## src/rtl/imufp_pkg.sv

```systemverilog
package imufp_pkg;

    // Frame layout: header, type, three axes, temperature, checksum.
    localparam int unsigned FRAME_LEN = 11;
    localparam int unsigned CNT_W     = 4;

    localparam logic [7:0] HDR_BYTE  = 8'h55;
    localparam logic [7:0] TYPE_ACC  = 8'h51;
    localparam logic [7:0] TYPE_ANG  = 8'h53;

    // Scale factors, all giving signed Q.8 results.
    localparam logic signed [31:0] ACC_GAIN  = 32'sd20070;
    localparam int unsigned        ACC_SHIFT = 16;
    localparam logic signed [21:0] ANG_GAIN  = 22'sd45;
    localparam int unsigned        ANG_SHIFT = 5;
    localparam logic signed [31:0] TMP_GAIN  = 32'sd49345;
    localparam int unsigned        TMP_SHIFT = 16;
    localparam logic signed [15:0] TMP_OFFS  = 16'sd5376;

    typedef enum logic [1:0] {
        KIND_ACC   = 2'd0,
        KIND_ANG   = 2'd1,
        KIND_OTHER = 2'd2
    } t_kind;

    // One complete frame as raw little-endian samples.
    typedef struct packed {
        t_kind              kind;
        logic signed [15:0] raw_x;
        logic signed [15:0] raw_y;
        logic signed [15:0] raw_z;
        logic signed [15:0] raw_t;
    } t_frame;

endpackage

```

## src/rtl/imufp_if.sv

```systemverilog
// Received byte channel.
interface imufp_byte_if;
    logic       valid;
    logic       ready;
    logic [7:0] rx_byte;

    modport source (output valid, output rx_byte, input ready);
    modport sink (input valid, input rx_byte, output ready);
endinterface

// Decoded frame channel.
interface imufp_res_if;
    logic               valid;
    logic               ready;
    logic [1:0]         frame_kind;
    logic signed [16:0] axis_x;
    logic signed [16:0] axis_y;
    logic signed [16:0] axis_z;
    logic signed [15:0] temperature;

    modport source (output valid, output frame_kind, output axis_x, output axis_y,
                    output axis_z, output temperature, input ready);
    modport sink (input valid, input frame_kind, input axis_x, input axis_y,
                  input axis_z, input temperature, output ready);
endinterface

```

## src/rtl/imu_frame_parser.sv

```systemverilog
// IMU frame parser.
// i_byte carries one received serial byte per beat. Bytes are dropped until a
// 0x55 header arrives; the header and the next ten bytes form one frame.
// o_res carries one beat per complete frame: the frame kind (acceleration,
// angle or other) and three axes plus temperature in signed Q.8. Frames of
// another type report zeros. The checksum byte is not checked, and a header
// byte inside a frame is taken as data.
// Throughput: one byte per cycle while i_byte.ready is high. The frame is
// captured into a frame register when its last byte is accepted; the scaling
// multiplies sit between that register and the output register, which takes
// the scaled result once it is empty or its beat is taken.
// Reset (synchronous, active low) empties the byte counter and both pipeline
// registers, so the parser starts by hunting for a header.
// When the receiver holds o_res.ready low the result waits in the output
// register; a second frame can wait in the frame register, and bytes keep
// being accepted until both are full, after which i_byte.ready falls.
module imu_frame_parser (
    input  logic                i_clk,
    input  logic                i_rst_n,
    imufp_byte_if.sink          i_byte,
    imufp_res_if.source         o_res
);

    logic [7:0]                   r_store [imufp_pkg::FRAME_LEN - 1];
    logic [imufp_pkg::CNT_W-1:0]  r_count;
    logic                         r_frm_valid;
    imufp_pkg::t_frame            r_frm;
    imufp_pkg::t_frame            n_frm;
    logic                         r_out_valid;
    logic [1:0]                   r_kind;
    logic signed [16:0]           r_ax;
    logic signed [16:0]           r_ay;
    logic signed [16:0]           r_az;
    logic signed [15:0]           r_tmp;
    logic signed [16:0]           n_ax;
    logic signed [16:0]           n_ay;
    logic signed [16:0]           n_az;
    logic signed [15:0]           n_tmp;

    logic in_fire;
    logic out_load;
    logic frm_load;
    logic frame_done;

    // Pipeline flow control: each register loads when it is empty or drains.
    assign out_load     = !r_out_valid || o_res.ready;
    assign frm_load     = !r_frm_valid || out_load;
    assign i_byte.ready = frm_load;
    assign in_fire      = i_byte.valid && i_byte.ready;
    assign frame_done   = in_fire &&
                          (r_count == imufp_pkg::CNT_W'(imufp_pkg::FRAME_LEN - 1));

    // Byte counter and frame store; a non-header first byte is dropped.
    always_ff @(posedge i_clk) begin
        if (!i_rst_n) begin
            r_count <= '0;
        end else if (in_fire) begin
            if (r_count == '0) begin
                if (i_byte.rx_byte == imufp_pkg::HDR_BYTE) begin
                    r_count <= r_count + 1'b1;
                end
            end else if (frame_done) begin
                r_count <= '0;
            end else begin
                r_count <= r_count + 1'b1;
            end
        end
    end

    always_ff @(posedge i_clk) begin
        if (in_fire && !frame_done) begin
            r_store[r_count] <= i_byte.rx_byte;
        end
    end

    // Frame decode from the stored bytes; the checksum is never looked at.
    always_comb begin
        n_frm.raw_x = {r_store[3], r_store[2]};
        n_frm.raw_y = {r_store[5], r_store[4]};
        n_frm.raw_z = {r_store[7], r_store[6]};
        n_frm.raw_t = {r_store[9], r_store[8]};
        case (r_store[1])
            imufp_pkg::TYPE_ACC: n_frm.kind = imufp_pkg::KIND_ACC;
            imufp_pkg::TYPE_ANG: n_frm.kind = imufp_pkg::KIND_ANG;
            default:             n_frm.kind = imufp_pkg::KIND_OTHER;
        endcase
    end

    // Frame register.
    always_ff @(posedge i_clk) begin
        if (!i_rst_n) begin
            r_frm_valid <= 1'b0;
        end else if (frm_load) begin
            r_frm_valid <= frame_done;
        end
    end

    always_ff @(posedge i_clk) begin
        if (frame_done) begin
            r_frm <= n_frm;
        end
    end

    // Scaling of one sample to Q.8 for acceleration or angle.
    function automatic logic signed [16:0] scale_axis(input imufp_pkg::t_kind kind,
                                                      input logic signed [15:0] raw);
        logic signed [31:0] acc_p;
        logic signed [21:0] ang_p;
        acc_p = 32'(raw) * imufp_pkg::ACC_GAIN;
        ang_p = 22'(raw) * imufp_pkg::ANG_GAIN;
        case (kind)
            imufp_pkg::KIND_ACC: scale_axis = 17'(acc_p >>> imufp_pkg::ACC_SHIFT);
            imufp_pkg::KIND_ANG: scale_axis = 17'(ang_p >>> imufp_pkg::ANG_SHIFT);
            default:             scale_axis = '0;
        endcase
    endfunction

    // Three axes and temperature are scaled side by side.
    always_comb begin
        logic signed [31:0] tmp_p;
        tmp_p = 32'(r_frm.raw_t) * imufp_pkg::TMP_GAIN;
        n_ax  = scale_axis(r_frm.kind, r_frm.raw_x);
        n_ay  = scale_axis(r_frm.kind, r_frm.raw_y);
        n_az  = scale_axis(r_frm.kind, r_frm.raw_z);
        if (r_frm.kind == imufp_pkg::KIND_OTHER) begin
            n_tmp = '0;
        end else begin
            n_tmp = 16'(tmp_p >>> imufp_pkg::TMP_SHIFT) + imufp_pkg::TMP_OFFS;
        end
    end

    // Output register.
    always_ff @(posedge i_clk) begin
        if (!i_rst_n) begin
            r_out_valid <= 1'b0;
        end else if (out_load) begin
            r_out_valid <= r_frm_valid;
        end
    end

    always_ff @(posedge i_clk) begin
        if (out_load && r_frm_valid) begin
            r_kind <= r_frm.kind;
            r_ax   <= n_ax;
            r_ay   <= n_ay;
            r_az   <= n_az;
            r_tmp  <= n_tmp;
        end
    end

    assign o_res.valid       = r_out_valid;
    assign o_res.frame_kind  = r_kind;
    assign o_res.axis_x      = r_ax;
    assign o_res.axis_y      = r_ay;
    assign o_res.axis_z      = r_az;
    assign o_res.temperature = r_tmp;

endmodule

```

## src/flat_wrapper.sv

```systemverilog
// flat-port wrapper written by rule: the top's interface ports become plain ports
module imu_frame_parser_flat 
  (i_clk, i_rst_n, i_byte_valid, i_byte_rx_byte, i_byte_ready, o_res_valid, o_res_frame_kind, o_res_axis_x, o_res_axis_y, o_res_axis_z, o_res_temperature, o_res_ready);
  imufp_byte_if i_byte_i ();
  imufp_res_if o_res_i ();
  input  logic i_clk;
  input  logic i_rst_n;
  input wire logic [$bits(i_byte_i.valid)-1:0] i_byte_valid;
  input wire logic [$bits(i_byte_i.rx_byte)-1:0] i_byte_rx_byte;
  output wire logic [$bits(i_byte_i.ready)-1:0] i_byte_ready;
  output wire logic [$bits(o_res_i.valid)-1:0] o_res_valid;
  output wire logic [$bits(o_res_i.frame_kind)-1:0] o_res_frame_kind;
  output wire logic [$bits(o_res_i.axis_x)-1:0] o_res_axis_x;
  output wire logic [$bits(o_res_i.axis_y)-1:0] o_res_axis_y;
  output wire logic [$bits(o_res_i.axis_z)-1:0] o_res_axis_z;
  output wire logic [$bits(o_res_i.temperature)-1:0] o_res_temperature;
  input wire logic [$bits(o_res_i.ready)-1:0] o_res_ready;
  assign i_byte_i.valid = i_byte_valid;
  assign i_byte_i.rx_byte = i_byte_rx_byte;
  assign i_byte_ready = i_byte_i.ready;
  assign o_res_valid = o_res_i.valid;
  assign o_res_frame_kind = o_res_i.frame_kind;
  assign o_res_axis_x = o_res_i.axis_x;
  assign o_res_axis_y = o_res_i.axis_y;
  assign o_res_axis_z = o_res_i.axis_z;
  assign o_res_temperature = o_res_i.temperature;
  assign o_res_i.ready = o_res_ready;
  imu_frame_parser u_core (.i_clk(i_clk), .i_rst_n(i_rst_n), .i_byte(i_byte_i), .o_res(o_res_i));
endmodule
```

## config.mk

```make
export PLATFORM = sky130hd
export DESIGN_NAME = imu_frame_parser_flat
export DESIGN_NICKNAME = d
export VERILOG_FILES = /design/src/rtl/imufp_pkg.sv /design/src/rtl/imufp_if.sv /design/src/rtl/imu_frame_parser.sv /design/src/flat_wrapper.sv
export SDC_FILE = /design/constraint.sdc
export NUM_CORES = 1
export LEC_CHECK = 0
export BUFFER_PORTS_ARGS = -buffer_cell sky130_fd_sc_hd__buf_4
export CAP_MARGIN = 40
export CORE_ASPECT_RATIO = 1.25
export CORE_MARGIN = 1
export CORE_UTILIZATION = 65
export DETAILED_ROUTE_END_ITERATION = 8
export PLACE_DENSITY = 0.83
export SYNTH_ARGS = -nofsm -noshare
export SYNTH_HDL_FRONTEND = slang
export SYNTH_SLANG_ARGS = --single-unit
```

## constraint.sdc

```tcl
create_clock -name i_clk -period 7.7 [get_ports i_clk]
set_input_delay 0 -clock i_clk [delete_from_list [all_inputs] [get_ports i_clk]]
set_output_delay 0 -clock i_clk [all_outputs]
set_load 0.02 [all_outputs]
```

==> flow_summary.json <==
{
  "drcViolationCount": 0,
  "dieHeight_um": 232,
  "grt_pass1_wl_um": 102000,
  "max_freq_mhz": 153,
  "leakage_nw": 15.3,
  "antenna_found_initial": 1,
  "ios": 83,
  "setup_violations": 0,
  "clkLatencyLatePin_ps": 560,
  "fin_cells": 3266,
  "root_buffer": "clkbuf_16",
  "grt_pass1_vias": 20200,
  "preCtsSetupSlack_ps": 1220,
  "clk_pin_slew_ps": 70,
  "multi_input_area_mm2": 0.0182,
  "ir_worst_vdd_uv": 165,
  "ys_ff_latch": 213,
  "async_reset_ff_frac": 0,
  "ff_latch_area_mm2": 0.00634,
  "tightest_slew_ps": 894,
  "drt-wirelength-per-cell_um": 19.5,
  "ys.flop_type": "edfxtp_1",
  "area_delta_synth_final_pct": 7.89,
  "firstDrtPassIters": 5,
  "coreArea_mm2": 0.0419,
  "drtIter0Drc": 766,
  "outcome": "complete, no violations",
  "seq_power_share": 0.539,
  "crit_path_end_kind": "register",
  "yosys.cell_types.count": 75,
  "grt-busiest-layer": "met2",
  "cts_made_buffers": 22,
  "fin_crit_sh": 0.851,
  "grtUsageTotal": 0.307,
  "synth_edf_count": 207,
  "ant_nets": 0,
  "slew_headroom": 0.403,
  "synth_warnings": 0,
  "grtUsageMet1": 0.346,
  "rsz0062_at_grt": "no",
  "fin_skew_ps": 24.8,
  "maxCapViolCount": 0,
  "postCtsSetupRepairBufs": 0,
  "use_met3": 0.0299,
  "routed_wl_um": 63600,
  "start_util": 0.659,
  "power_mw": 2.33,
  "die_area_mm2": 0.0433,
  "fillers": 2961,
  "dpl.cell_count": 3214,
  "worstPathRequired_ps": 7970,
  "nets": 3579,
  "layout_setup_ws_ps": 1150,
  "synth_cells": 2577,
  "hpwl_um": 53000,
  "combPwrFrac": 0.010,
  "portBuffers": 82,
  "num_vias": 18100,
  "cts_resized": 0,
  "die_w_um": 186,
  "clock_power_share": 0.452,
  "cp_max_fo": 8,
  "routed_via_density": 5.55,
  "drive_above_1_share": 0.0587,
  "maxSlewViolCount": 0,
  "num_rows": 84,
  "worst_setup_path_start_kind": "register",
  "htree_levels": 1,
  "synth_area_per_cell_um2": 10.7,
  "setup_tns_ps": 0,
  "switchingPower_mw": 0.493,
  "grt_start_max_net_pins": 61,
  "min_period_ps": 6550,
  "synth_nets": 3465,
  "gp_congestion": 0.993,
  "switching_share": 0.211,
  "netlist_area_mm2": 0.0276,
  "cts_tree": "yes",
  "hold_viol_final": 0,
  "clk_path_buf_depth": 3,
  "worstSetupPathType": "reg -> reg",
  "diodes": 0,
  "synth_seq_area_share": 0.229,
  "grt_util_met2": 0.570,
  "power.density_mw_per_mm2": 78.3,
  "grt_overflow": 0,
  "min_path_type": "in -> reg",
  "clkSinkCount": 213,
  "crit_arrival_ps": 6820,
  "internal_power_mw": 1.84
}
cells by family after synthesis:
group                      after synthesis  share of synthesized area
AOI/OAI and AO/OA                      298                     0.0758
xor gates and xnor gates               114                     0.0361
adders and majority gates              876                      0.499
buffers and inverters                  820                      0.111
DFF                                    213                      0.229
muxes                                   15                    0.00553
and+or+nand+nor                        241                     0.0429
synth_stat cells (all sizes together) (13+ instances only):
cell type / n / area [um^2]
inv: 805 / 3020
ha: 501 / 6270
fa: 375 / 7510
edfxtp: 207 / 6220
a21oi: 90 / 462
xnor2: 80 / 701
nor2: 77 / 289
nand2: 50 / 188
o21ai: 44 / 224
xor2: 34 / 298
a21o: 31 / 234
o21a: 22 / 173
nand3: 17 / 85.1
o22ai: 17 / 106
and2: 15 / 96.3
nor3: 15 / 75.1
o21bai: 15 / 113
nor2b: 14 / 87.6
mux2i: 13 / 130
metrics by stage:
| step | area [um^2] | util | hold WS (ps) |
|---|---|---|---|
| 2_1_floorplan | 27600 | - | 98.9 |
| 3_3_place_gp | 29000 | 0.691 | 264 |
| 5_1_grt | 29800 | 0.711 | 304 |
| 3_5_place_dp | 29000 | 0.691 | 286 |
| 6_report | 29800 | 0.711 | 308 |
| 4_1_cts | 29800 | 0.711 | 273 |
power groups by stage:
stage	sequential (mW)	clock [mW]	combinational (mW)
finish	1.26	1.05	0.0224
floorplan	1.28	0	0.00177
CTS	1.26	1.07	0.0220
detailed placement	1.28	0	0.0174
global placement	1.28	0	0.0173
global route	1.26	1.11	0.0229
critical path, stage by stage, from the launching register on:
cell      delay [ps]
edfxtp_1         550
inv_1             90
ha_1             350
inv_1            200
fa_1             490
fa_1             540
fa_1             450
fa_1             540
inv_1             60
fa_1             530
inv_1             40
ha_1             370
a21oi_1          330
a21oi_1          140
a22oi_1          270
o21ai_1          200
a221oi_2         400
o21ai_1          190
a21oi_2          250
or4_1            160
o221ai_1         120
cell type report:
class                           instances  share of cell area
Clock inverter                         12             0.00462
Multi-Input combinational cell       1544               0.611
Clock buffer                           28              0.0192
Inverter                              805               0.101
Timing Repair Buffer                  105              0.0275
Sequential cell                       213               0.213
Tap cell                              559              0.0235
path summary, 6_finish.rpt:
path / start / end / slack, ps / depth (start not counted)
worst max-delay path: u_core.r_frm[62] / u_core.o_res.axis_x[15] / 1150 / 20
worst min-delay path: i_rst_n / u_core.r_count[3] / 310 / 3
worst max register to register: u_core.r_frm[62] / u_core.o_res.axis_x[15] / 1150 / 20
worst min register to register: u_core.r_store[9][0] / u_core.r_frm[8] / 420 / 0
flip-flops by register name, indices dropped and copies added, names as in the netlist:
register                  flops
u_core.r_store               72
u_core.r_frm                 66
u_core.o_res.axis_x          17
u_core.o_res.axis_y          17
u_core.o_res.axis_z          17
u_core.o_res.temperature     16
u_core.r_count                4
u_core.o_res.frame_kind       2
u_core.o_res.valid            1
u_core.r_frm_valid            1
what timing repair did:
action | in CTS | in global routing
endpoints found under the setup margin | 0 | 0
hold endpoints to repair | 78 | 0
hold buffers | 12 | 0
routing by layer:
layer | wire length, um | part of all wire
met3 | 2480 | 0.039
met2 | 33200 | 0.52
met4 | 3740 | 0.059
met5 | 0 | 0
met1 | 24100 | 0.38
cell usage in the layout (no fill, tap or decap), types with 9 or more instances in the layout:
| cell type | Yosys | layout |
|---|---|---|
| mux2i_1 | 13 | 13 |
| o21a_1 | 21 | 21 |
| a31oi_1 | 9 | 9 |
| xor2_1 | 34 | 34 |
| a21o_1 | 30 | 30 |
| ha_1 | 501 | 501 |
| o21ai_1 | 20 | 20 |
| a211oi_1 | 12 | 12 |
| dlygate4sd3_1 | 0 | 12 |
| o22ai_1 | 17 | 17 |
| nand2b_1 | 11 | 11 |
| nor3_1 | 15 | 15 |
| edfxtp_1 | 207 | 207 |
| o21bai_1 | 15 | 15 |
| a21oi_1 | 87 | 87 |
| buf_4 | 0 | 93 |
| clkbuf_16 | 0 | 22 |
| inv_1 | 804 | 803 |
| fa_1 | 375 | 375 |
| and2_1 | 14 | 14 |
| nand2_1 | 50 | 50 |
| xnor2_1 | 80 | 80 |
| nand3_1 | 17 | 17 |
| and3_1 | 10 | 10 |
| o21ai_0 | 23 | 23 |
| nor2b_1 | 14 | 13 |
| nor2_1 | 77 | 77 |
(Power assumes the default switching activity.)
